<file path="config.mk">
export PLATFORM = sky130hd
export DESIGN_NAME = windowed_event_rate_meter_core
export DESIGN_NICKNAME = d
export VERILOG_FILES = /design/src/design/wer_pkg.sv /design/src/design/windowed_event_rate_meter_core.sv
export SDC_FILE = /design/constraint.sdc
export NUM_CORES = 1
export LEC_CHECK = 0
export BUFFER_PORTS_ARGS = -buffer_cell sky130_fd_sc_hd__buf_4
export CAP_MARGIN = 40
export CELL_PAD_IN_SITES_DETAIL_PLACEMENT = 2
export CELL_PAD_IN_SITES_GLOBAL_PLACEMENT = 2
export CORE_ASPECT_RATIO = 0.5
export CORE_MARGIN = 5
export CORE_UTILIZATION = 45
export DETAILED_ROUTE_END_ITERATION = 6
export PLACE_DENSITY_LB_ADDON = 0.2
export SLEW_MARGIN = 30
export SYNTH_ARGS = -nofsm -noshare
export SYNTH_HDL_FRONTEND = slang
export SYNTH_SLANG_ARGS = --single-unit
</file>
<file path="constraint.sdc">
create_clock -name clk_i -period 23 [get_ports clk_i]
set_clock_uncertainty 0.15 [all_clocks]
set_input_delay 1.15 -clock clk_i [delete_from_list [all_inputs] [get_ports clk_i]]
set_output_delay 1.15 -clock clk_i [all_outputs]
set_load 0.05 [all_outputs]
</file>
<file path="src/design/wer_pkg.sv">
// package with constants and types for the windowed event rate meter
`timescale 1ns / 1ps
`default_nettype none

package wer_pkg;

  localparam int unsigned COUNT_BITS = 16;
  localparam int unsigned FRAC_BITS  = 8;

  localparam int unsigned RATE_W     = 24;
  localparam int unsigned TS_W       = 32;
  localparam int unsigned WIN_W      = 16;
  localparam int unsigned CFG_IDX_W  = 2;
  localparam int unsigned CFG_DATA_W = 24;

  localparam int unsigned RATE_SCALE = 1000 << FRAC_BITS;
  localparam int unsigned SCALE_W    = $clog2(RATE_SCALE + 1);
  localparam int unsigned NUM_W      = COUNT_BITS + SCALE_W;
  localparam int unsigned SM_W       = RATE_W + 4;
  localparam int unsigned QUO_W      = (NUM_W > SM_W) ? NUM_W : SM_W;
  localparam int unsigned STEP_W     = $clog2(QUO_W + 1);
  localparam int unsigned SM_DIVISOR = 10;

  localparam logic [RATE_W-1:0]     RATE_MAX     = '1;
  localparam logic [RATE_W-1:0]     DEFAULT_RATE = RATE_W'(60 << FRAC_BITS);
  localparam logic [WIN_W-1:0]      WINDOW_RESET = WIN_W'(1000);
  localparam logic [COUNT_BITS-1:0] COUNT_MAX    = '1;

  typedef enum logic [CFG_IDX_W-1:0] {
    CFG_FIXED_MODE = 2'd0,
    CFG_FIXED_RATE = 2'd1,
    CFG_WINDOW_MS  = 2'd2
  } cfg_idx_e;

  typedef enum logic {
    ACT_FRAME   = 1'b0,
    ACT_RESTART = 1'b1
  } action_e;

  typedef enum logic [2:0] {
    ST_IDLE,
    ST_DIV_RAW,
    ST_LOAD_SM,
    ST_DIV_SM,
    ST_DONE
  } state_e;

endpackage

`default_nettype wire

</file>
<file path="src/design/windowed_event_rate_meter_core.sv">
// windowed event rate meter: window tracking, shared restoring divider and sequencer
//
// input channel: action_i (0 frame event, 1 window restart) and timestamp_ms_i,
// taken when in_valid_i is high and in_stall_o is low. every input transaction
// produces exactly one output transaction with reported_rate_o, best_rate_o,
// worst_rate_o and window_closed_o, handed over when out_valid_o is high and
// out_stall_i is low.
// restarts, fixed-mode events and frame events that do not close the window
// are resolved in the accept cycle; the result is registered and shows in the next cycle.
// a frame event that closes the window runs one shared subtract/compare unit
// as a restoring divider: QUO_W steps (34) for count*1000*256/elapsed, a load
// state, SM_W steps (28) for the divide by ten of the smoothing, and a finishing
// state that waits until the output register is free.
// one transaction is in work at a time; in_stall_o stays high while the
// divider runs and while a finished result is held by out_stall_i.
// configuration writes (cfg_we_i, cfg_index_i, cfg_data_i) take effect at the
// next edge; index 3 is ignored.
// reset (rst_ni low, asynchronous) returns the control and state registers to their
// start values: 60 fps fixed rate and previous rate, 1000 ms window, best rate zero,
// worst and smoothed rate all ones.
`timescale 1ns / 1ps
`default_nettype none

module windowed_event_rate_meter_core (
  input  wire logic                             clk_i,
  input  wire logic                             rst_ni,

  input  wire logic                             cfg_we_i,
  input  wire logic [wer_pkg::CFG_IDX_W-1:0]    cfg_index_i,
  input  wire logic [wer_pkg::CFG_DATA_W-1:0]   cfg_data_i,

  input  wire logic                             in_valid_i,
  output logic                                  in_stall_o,
  input  wire logic                             action_i,
  input  wire logic [wer_pkg::TS_W-1:0]         timestamp_ms_i,

  output logic                                  out_valid_o,
  input  wire logic                             out_stall_i,
  output logic [wer_pkg::RATE_W-1:0]            reported_rate_o,
  output logic [wer_pkg::RATE_W-1:0]            best_rate_o,
  output logic [wer_pkg::RATE_W-1:0]            worst_rate_o,
  output logic                                  window_closed_o
);

  wer_pkg::state_e state_q, state_d;

  logic                             fixed_mode_q, fixed_mode_d;
  logic [wer_pkg::RATE_W-1:0]       fixed_rate_q, fixed_rate_d;
  logic [wer_pkg::WIN_W-1:0]        window_ms_q, window_ms_d;

  logic [wer_pkg::TS_W-1:0]         window_start_q, window_start_d;
  logic [wer_pkg::COUNT_BITS-1:0]   frame_count_q, frame_count_d;
  logic [wer_pkg::RATE_W-1:0]       previous_raw_q, previous_raw_d;
  logic [wer_pkg::RATE_W-1:0]       smoothed_q, smoothed_d;
  logic [wer_pkg::RATE_W-1:0]       highest_q, highest_d;
  logic [wer_pkg::RATE_W-1:0]       lowest_q, lowest_d;

  logic [wer_pkg::STEP_W-1:0]       step_q, step_d;
  logic [wer_pkg::QUO_W-1:0]        quo_q, quo_d;
  logic [wer_pkg::TS_W-1:0]         rem_q, rem_d;
  logic [wer_pkg::TS_W-1:0]         div_q, div_d;
  logic [wer_pkg::TS_W-1:0]         ts_q, ts_d;
  logic [wer_pkg::RATE_W-1:0]       raw_q, raw_d;

  logic                             out_valid_q, out_valid_d;
  logic [wer_pkg::RATE_W-1:0]       out_rate_q, out_rate_d;
  logic [wer_pkg::RATE_W-1:0]       out_best_q, out_best_d;
  logic [wer_pkg::RATE_W-1:0]       out_worst_q, out_worst_d;
  logic                             out_closed_q, out_closed_d;

  logic                             accept;
  logic                             out_free;
  logic [wer_pkg::COUNT_BITS-1:0]   count_inc;
  logic [wer_pkg::TS_W-1:0]         elapsed;
  logic                             closes;
  logic [wer_pkg::NUM_W-1:0]        num;
  logic [wer_pkg::TS_W:0]           shifted;
  logic [wer_pkg::TS_W:0]           diff;
  logic                             ge;
  logic [wer_pkg::RATE_W-1:0]       raw_sat;
  logic [wer_pkg::SM_W-1:0]         sm_num;
  logic [wer_pkg::RATE_W-1:0]       sm_new;
  logic [wer_pkg::RATE_W-1:0]       hi_new;
  logic [wer_pkg::RATE_W-1:0]       lo_new;

  assign out_free   = !out_valid_q || !out_stall_i;
  assign in_stall_o = (state_q != wer_pkg::ST_IDLE) || !out_free;
  assign accept     = in_valid_i && !in_stall_o;

  assign count_inc = (frame_count_q < wer_pkg::COUNT_MAX) ?
                     frame_count_q + wer_pkg::COUNT_BITS'(1) : frame_count_q;
  assign elapsed   = timestamp_ms_i - window_start_q;
  assign closes    = elapsed > wer_pkg::TS_W'(window_ms_q);
  assign num       = wer_pkg::NUM_W'(count_inc) * wer_pkg::NUM_W'(wer_pkg::RATE_SCALE);

  // shared subtract/compare step of the restoring divider
  assign shifted = {rem_q, quo_q[wer_pkg::QUO_W-1]};
  assign diff    = shifted - {1'b0, div_q};
  assign ge      = shifted >= {1'b0, div_q};

  assign raw_sat = (quo_q > wer_pkg::QUO_W'(wer_pkg::RATE_MAX)) ?
                   wer_pkg::RATE_MAX : quo_q[wer_pkg::RATE_W-1:0];
  assign sm_num  = wer_pkg::SM_W'({previous_raw_q, 1'b0}) + wer_pkg::SM_W'({raw_sat, 3'b000});
  assign sm_new  = quo_q[wer_pkg::RATE_W-1:0];
  assign hi_new  = (sm_new > highest_q) ? sm_new : highest_q;
  assign lo_new  = (sm_new < lowest_q) ? sm_new : lowest_q;

  // next state
  always_comb begin
    state_d = state_q;
    unique case (state_q)
      wer_pkg::ST_IDLE: begin
        if (accept && (action_i != wer_pkg::ACT_RESTART) && !fixed_mode_q && closes) begin
          state_d = wer_pkg::ST_DIV_RAW;
        end
      end
      wer_pkg::ST_DIV_RAW: begin
        if (step_q == wer_pkg::STEP_W'(1)) begin
          state_d = wer_pkg::ST_LOAD_SM;
        end
      end
      wer_pkg::ST_LOAD_SM: begin
        state_d = wer_pkg::ST_DIV_SM;
      end
      wer_pkg::ST_DIV_SM: begin
        if (step_q == wer_pkg::STEP_W'(1)) begin
          state_d = wer_pkg::ST_DONE;
        end
      end
      wer_pkg::ST_DONE: begin
        if (out_free) begin
          state_d = wer_pkg::ST_IDLE;
        end
      end
      default: state_d = wer_pkg::ST_IDLE;
    endcase
  end

  // datapath and outputs
  always_comb begin
    fixed_mode_d   = fixed_mode_q;
    fixed_rate_d   = fixed_rate_q;
    window_ms_d    = window_ms_q;
    window_start_d = window_start_q;
    frame_count_d  = frame_count_q;
    previous_raw_d = previous_raw_q;
    smoothed_d     = smoothed_q;
    highest_d      = highest_q;
    lowest_d       = lowest_q;
    step_d         = step_q;
    quo_d          = quo_q;
    rem_d          = rem_q;
    div_d          = div_q;
    ts_d           = ts_q;
    raw_d          = raw_q;
    out_valid_d    = out_valid_q && out_stall_i;
    out_rate_d     = out_rate_q;
    out_best_d     = out_best_q;
    out_worst_d    = out_worst_q;
    out_closed_d   = out_closed_q;

    if (cfg_we_i) begin
      unique case (cfg_index_i)
        wer_pkg::CFG_FIXED_MODE: fixed_mode_d = cfg_data_i[0];
        wer_pkg::CFG_FIXED_RATE: fixed_rate_d = cfg_data_i[wer_pkg::RATE_W-1:0];
        wer_pkg::CFG_WINDOW_MS:  window_ms_d  = cfg_data_i[wer_pkg::WIN_W-1:0];
        default: ;
      endcase
    end

    unique case (state_q)
      wer_pkg::ST_IDLE: begin
        if (accept) begin
          if (action_i == wer_pkg::ACT_RESTART) begin
            window_start_d = timestamp_ms_i;
            frame_count_d  = '0;
          end else if (!fixed_mode_q) begin
            frame_count_d = count_inc;
          end
          if ((action_i != wer_pkg::ACT_RESTART) && !fixed_mode_q && closes) begin
            ts_d   = timestamp_ms_i;
            quo_d  = wer_pkg::QUO_W'(num);
            rem_d  = '0;
            div_d  = elapsed;
            step_d = wer_pkg::STEP_W'(wer_pkg::QUO_W);
          end else begin
            out_valid_d  = 1'b1;
            out_rate_d   = fixed_mode_q ? fixed_rate_q : smoothed_q;
            out_best_d   = highest_q;
            out_worst_d  = lowest_q;
            out_closed_d = 1'b0;
          end
        end
      end
      wer_pkg::ST_DIV_RAW,
      wer_pkg::ST_DIV_SM: begin
        rem_d  = ge ? diff[wer_pkg::TS_W-1:0] : shifted[wer_pkg::TS_W-1:0];
        quo_d  = {quo_q[wer_pkg::QUO_W-2:0], ge};
        step_d = step_q - wer_pkg::STEP_W'(1);
      end
      wer_pkg::ST_LOAD_SM: begin
        raw_d  = raw_sat;
        quo_d  = wer_pkg::QUO_W'(sm_num) << (wer_pkg::QUO_W - wer_pkg::SM_W);
        rem_d  = '0;
        div_d  = wer_pkg::TS_W'(wer_pkg::SM_DIVISOR);
        step_d = wer_pkg::STEP_W'(wer_pkg::SM_W);
      end
      wer_pkg::ST_DONE: begin
        if (out_free) begin
          smoothed_d     = sm_new;
          highest_d      = hi_new;
          lowest_d       = lo_new;
          previous_raw_d = raw_q;
          window_start_d = ts_q;
          frame_count_d  = '0;
          out_valid_d    = 1'b1;
          out_rate_d     = fixed_mode_q ? fixed_rate_q : sm_new;
          out_best_d     = hi_new;
          out_worst_d    = lo_new;
          out_closed_d   = 1'b1;
        end
      end
      default: ;
    endcase
  end

  // control and architectural state
  always_ff @(posedge clk_i or negedge rst_ni) begin
    if (!rst_ni) begin
      state_q        <= wer_pkg::ST_IDLE;
      fixed_mode_q   <= 1'b0;
      fixed_rate_q   <= wer_pkg::DEFAULT_RATE;
      window_ms_q    <= wer_pkg::WINDOW_RESET;
      window_start_q <= '0;
      frame_count_q  <= '0;
      previous_raw_q <= wer_pkg::DEFAULT_RATE;
      smoothed_q     <= wer_pkg::RATE_MAX;
      highest_q      <= '0;
      lowest_q       <= wer_pkg::RATE_MAX;
      step_q         <= '0;
      out_valid_q    <= 1'b0;
    end else begin
      state_q        <= state_d;
      fixed_mode_q   <= fixed_mode_d;
      fixed_rate_q   <= fixed_rate_d;
      window_ms_q    <= window_ms_d;
      window_start_q <= window_start_d;
      frame_count_q  <= frame_count_d;
      previous_raw_q <= previous_raw_d;
      smoothed_q     <= smoothed_d;
      highest_q      <= highest_d;
      lowest_q       <= lowest_d;
      step_q         <= step_d;
      out_valid_q    <= out_valid_d;
    end
  end

  // divider and output payload
  always_ff @(posedge clk_i) begin
    quo_q        <= quo_d;
    rem_q        <= rem_d;
    div_q        <= div_d;
    ts_q         <= ts_d;
    raw_q        <= raw_d;
    out_rate_q   <= out_rate_d;
    out_best_q   <= out_best_d;
    out_worst_q  <= out_worst_d;
    out_closed_q <= out_closed_d;
  end

  assign out_valid_o     = out_valid_q;
  assign reported_rate_o = out_rate_q;
  assign best_rate_o     = out_best_q;
  assign worst_rate_o    = out_worst_q;
  assign window_closed_o = out_closed_q;

endmodule

`default_nettype wire

</file>
==> flow_summary.yaml <==
floorplan:
  pin_count: 139
  core_region_area_um2: 57400
  die_w_um: 351
  fp.dieH_um: 180
  placementRows: 62
  initial_utilization: 0.455
  dieArea_um2: 63300
sta:
  holdWs_ns: 0.291
  setup_violations: 0
  setup_tns_ns: 0
  finalHoldViolCount: 0
  period_share: 0.347
  clock.fmax_mhz: 125
  tightest_slew_ns: 0.870
  rsz0062_at_grt: "false"
  maxSlewHeadroom: 0.405
  slew_viol_final: 0
  period_needed_ns: 7.97
  setup_ws_ns: 15.03
flow_run:
  maxCapViolCount: 0
logic_synthesis:
  synth_top_family_by_area: "adder cells"
  synth-edff-count: 227
  synth.avg_cell_area_um2: 11.0
  yosysTopAreaCell: "edfxtp_1"
  yosys-top-cells-area: "edfxtp_1 (26%), dfrtp_1 (13%), ha_1 (9.6%)"
  ys.warnings.count: 0
  synth.ff_latch_count: 422
  syn_inst: 2385
  yosys.area_share.xor_xnor: 0.0362
  synth_mux_area_frac: 0.111
  synth_compound_area_frac: 0.116
  ys.flop_type: "edfxtp_1"
  synthDominantCellAreaShare: 0.261
  synth_most_common_cell: "inv_1"
  ys_seq_area_frac: 0.450
  yosys.area_share.simple: 0.106
  synthArstFlopShare: 0.462
  synthAdderAreaFrac: 0.134
  synth.distinct_cells: 91
  synth_common_cells: "inv_1 (231), edfxtp_1 (227), ha_1 (200)"
  synth.cell_area_um2: 26100
  syn-num-nets: 2699
drt:
  routed_wl_mm: 84.3
  ant_nets: 0
  post_drt_via_cell_ratio: 5.83
  drt_iter0_markers: 1100
  dr.pass1.iters: 5
  drcViolationCount: 0
  drt-wirelength-per-cell_um: 25.3
  vias: 19385
finish:
  stdcell_count: 3325
  nets: 2837
  fin_area_um2: 29600
  drive_gt1_frac: 0.216
  final_util: 0.515
  diodes: 0
  synthToLayoutAreaGrowth_pct: 13.1
cts:
  cts.root.buffer_cell: "clkbuf_16"
  cts_setup_buffers: 0
  cts_buffers: 42
  cts_resized: 0
  cts_max_path_buffers: 3
  hold_buffers: 0
  path_clk_slew_ns: 0.07
  clock-sinks: 422
  cts_tree: "yes"
  clk_latency_ns: 0.59
  htreeDepth: 2
worst_setup_path:
  required_ns: 23.16
  start_kind: "flip-flop"
  crit_chain: "ha_1, nand3_1, nor4_1, and2_1, nand3_1, nor2_1, nor2_1, and3_1, xnor2_1, xnor2_1, fa_1, fa_1, inv_1, fa_1, ha_1, a2111oi_0, o2111ai_1, a41oi_1, o21ai_0, and2_1, o211ai_1, o41ai_1, a221oi_1, o21ai_0"
  cp_common_cell: "fa_1"
  cp.arrival_ns: 8.13
  end_kind: "flip-flop"
  max_stage_delay_ns: 0.72
  critPathSlowestCell: "a2111oi_0"
  worst_r2r_path_depth: 24
  critPathMaxFanout: 7
  crit_type: "flip-flop to flip-flop"
placed_design:
  dp_cells: 3237
  gp_congestion: 0.822
  pre_cts_ws_ns: 14.86
  dpl_cell_area_um2: 28100
  portBuffers: 138
  dpl.hpwl_mm: 58.6
power_and_ir_drop:
  power.density_cell_area_nw_per_um2: 123
  leakage_nw: 12.9
  finalPower_mw: 3.63
  ir_worst_vdd_mv: 0.0640
grt:
  met1_usage: 0.325
  gr-usage-met3: 0.0343
  top_usage_layer: "met2"
  grt_util_all_layers: 0.260
  antenna_found_initial: 3
  grt_pass1_wl_mm: 130
  grt-ovfl-total: 0
  grt_pass1_vias: 22043
  grt_util_met2: 0.474
  grt_max_degree: 91
outcome:
  status: "completed"
worst_hold_path:
  hold_class: "input pin to async pin"
[worst max-delay path: cells and delay by family (launching register included)]
family / cells / cell delay [ns]
simple gates: 8 / 1.85
flops: 1 / 0.44
xor+xnor: 2 / 0.89
buf+inv: 1 / 0.09
compound gates: 8 / 2.25
fa+ha+maj: 5 / 2.04
[final timing paths]
path                                   from                end  slack (ns)
max                        frame_count_q[0]          quo_q[31]       15.03
min                                  rst_ni      highest_q[22]        0.29
max reg2reg                frame_count_q[0]          quo_q[31]       15.03
min reg2reg                        raw_q[1]  previous_raw_q[1]        0.32
max in group asynchronous            rst_ni     window_ms_q[7]       20.81
min in group clk_i                 raw_q[1]  previous_raw_q[1]        0.32
[layout make-up]
| class | count | area (µm²) |
|---|---|---|
| clock buffers | 59 | 1160 |
| flip-flops and latches | 422 | 11800 |
| inverters | 232 | 871 |
| fillers | 5742 | 27900 |
| repair buffers | 171 | 1390 |
| multi-input cells | 1654 | 13200 |
| well taps | 768 | 961 |
| clock inverters | 19 | 163 |
[cells by family after synthesis]
logic type,after synthesis
AOI/OAI and AO/OA,473
xor gates and xnor gates,108
adders and majority gates,251
buffers and inverters,309
DFF,422
muxes,266
and+or+nand+nor,556
[layout by cell type (no fill, tap or decap), types with 81 or more instances in the layout]
master / n
a21oi_1: 93
buf_4: 156
dfrtp_1: 133
edfxtp_1: 227
ha_1: 200
inv_1: 230
mux2_2: 184
mux2i_1: 81
nand2_1: 160
nor2_1: 120
o21ai_0: 154
[flip-flops by register name, summed over array words and instances, names as in the netlist, 32 cells and up]
name / flops
window_start_q: 32
quo_q: 34
div_q: 32
rem_q: 32
ts_q: 32
[report_power, final]
group          switching, mW  total, mW  internal, mW
registers              0.193       1.23          1.03
logic                   1.02       1.70         0.682
clock network          0.332      0.703         0.371
[per-layer routing]
| metal | vias up | share of wire |
|---|---|---|
| li1 | 8779 | - |
| met1 | 10072 | 0.43 |
| met2 | 387 | 0.51 |
| met3 | 145 | 0.033 |
| met4 | 2 | 0.029 |
| met5 | - | 0.00014 |
Power figures use the tool's default switching activity.
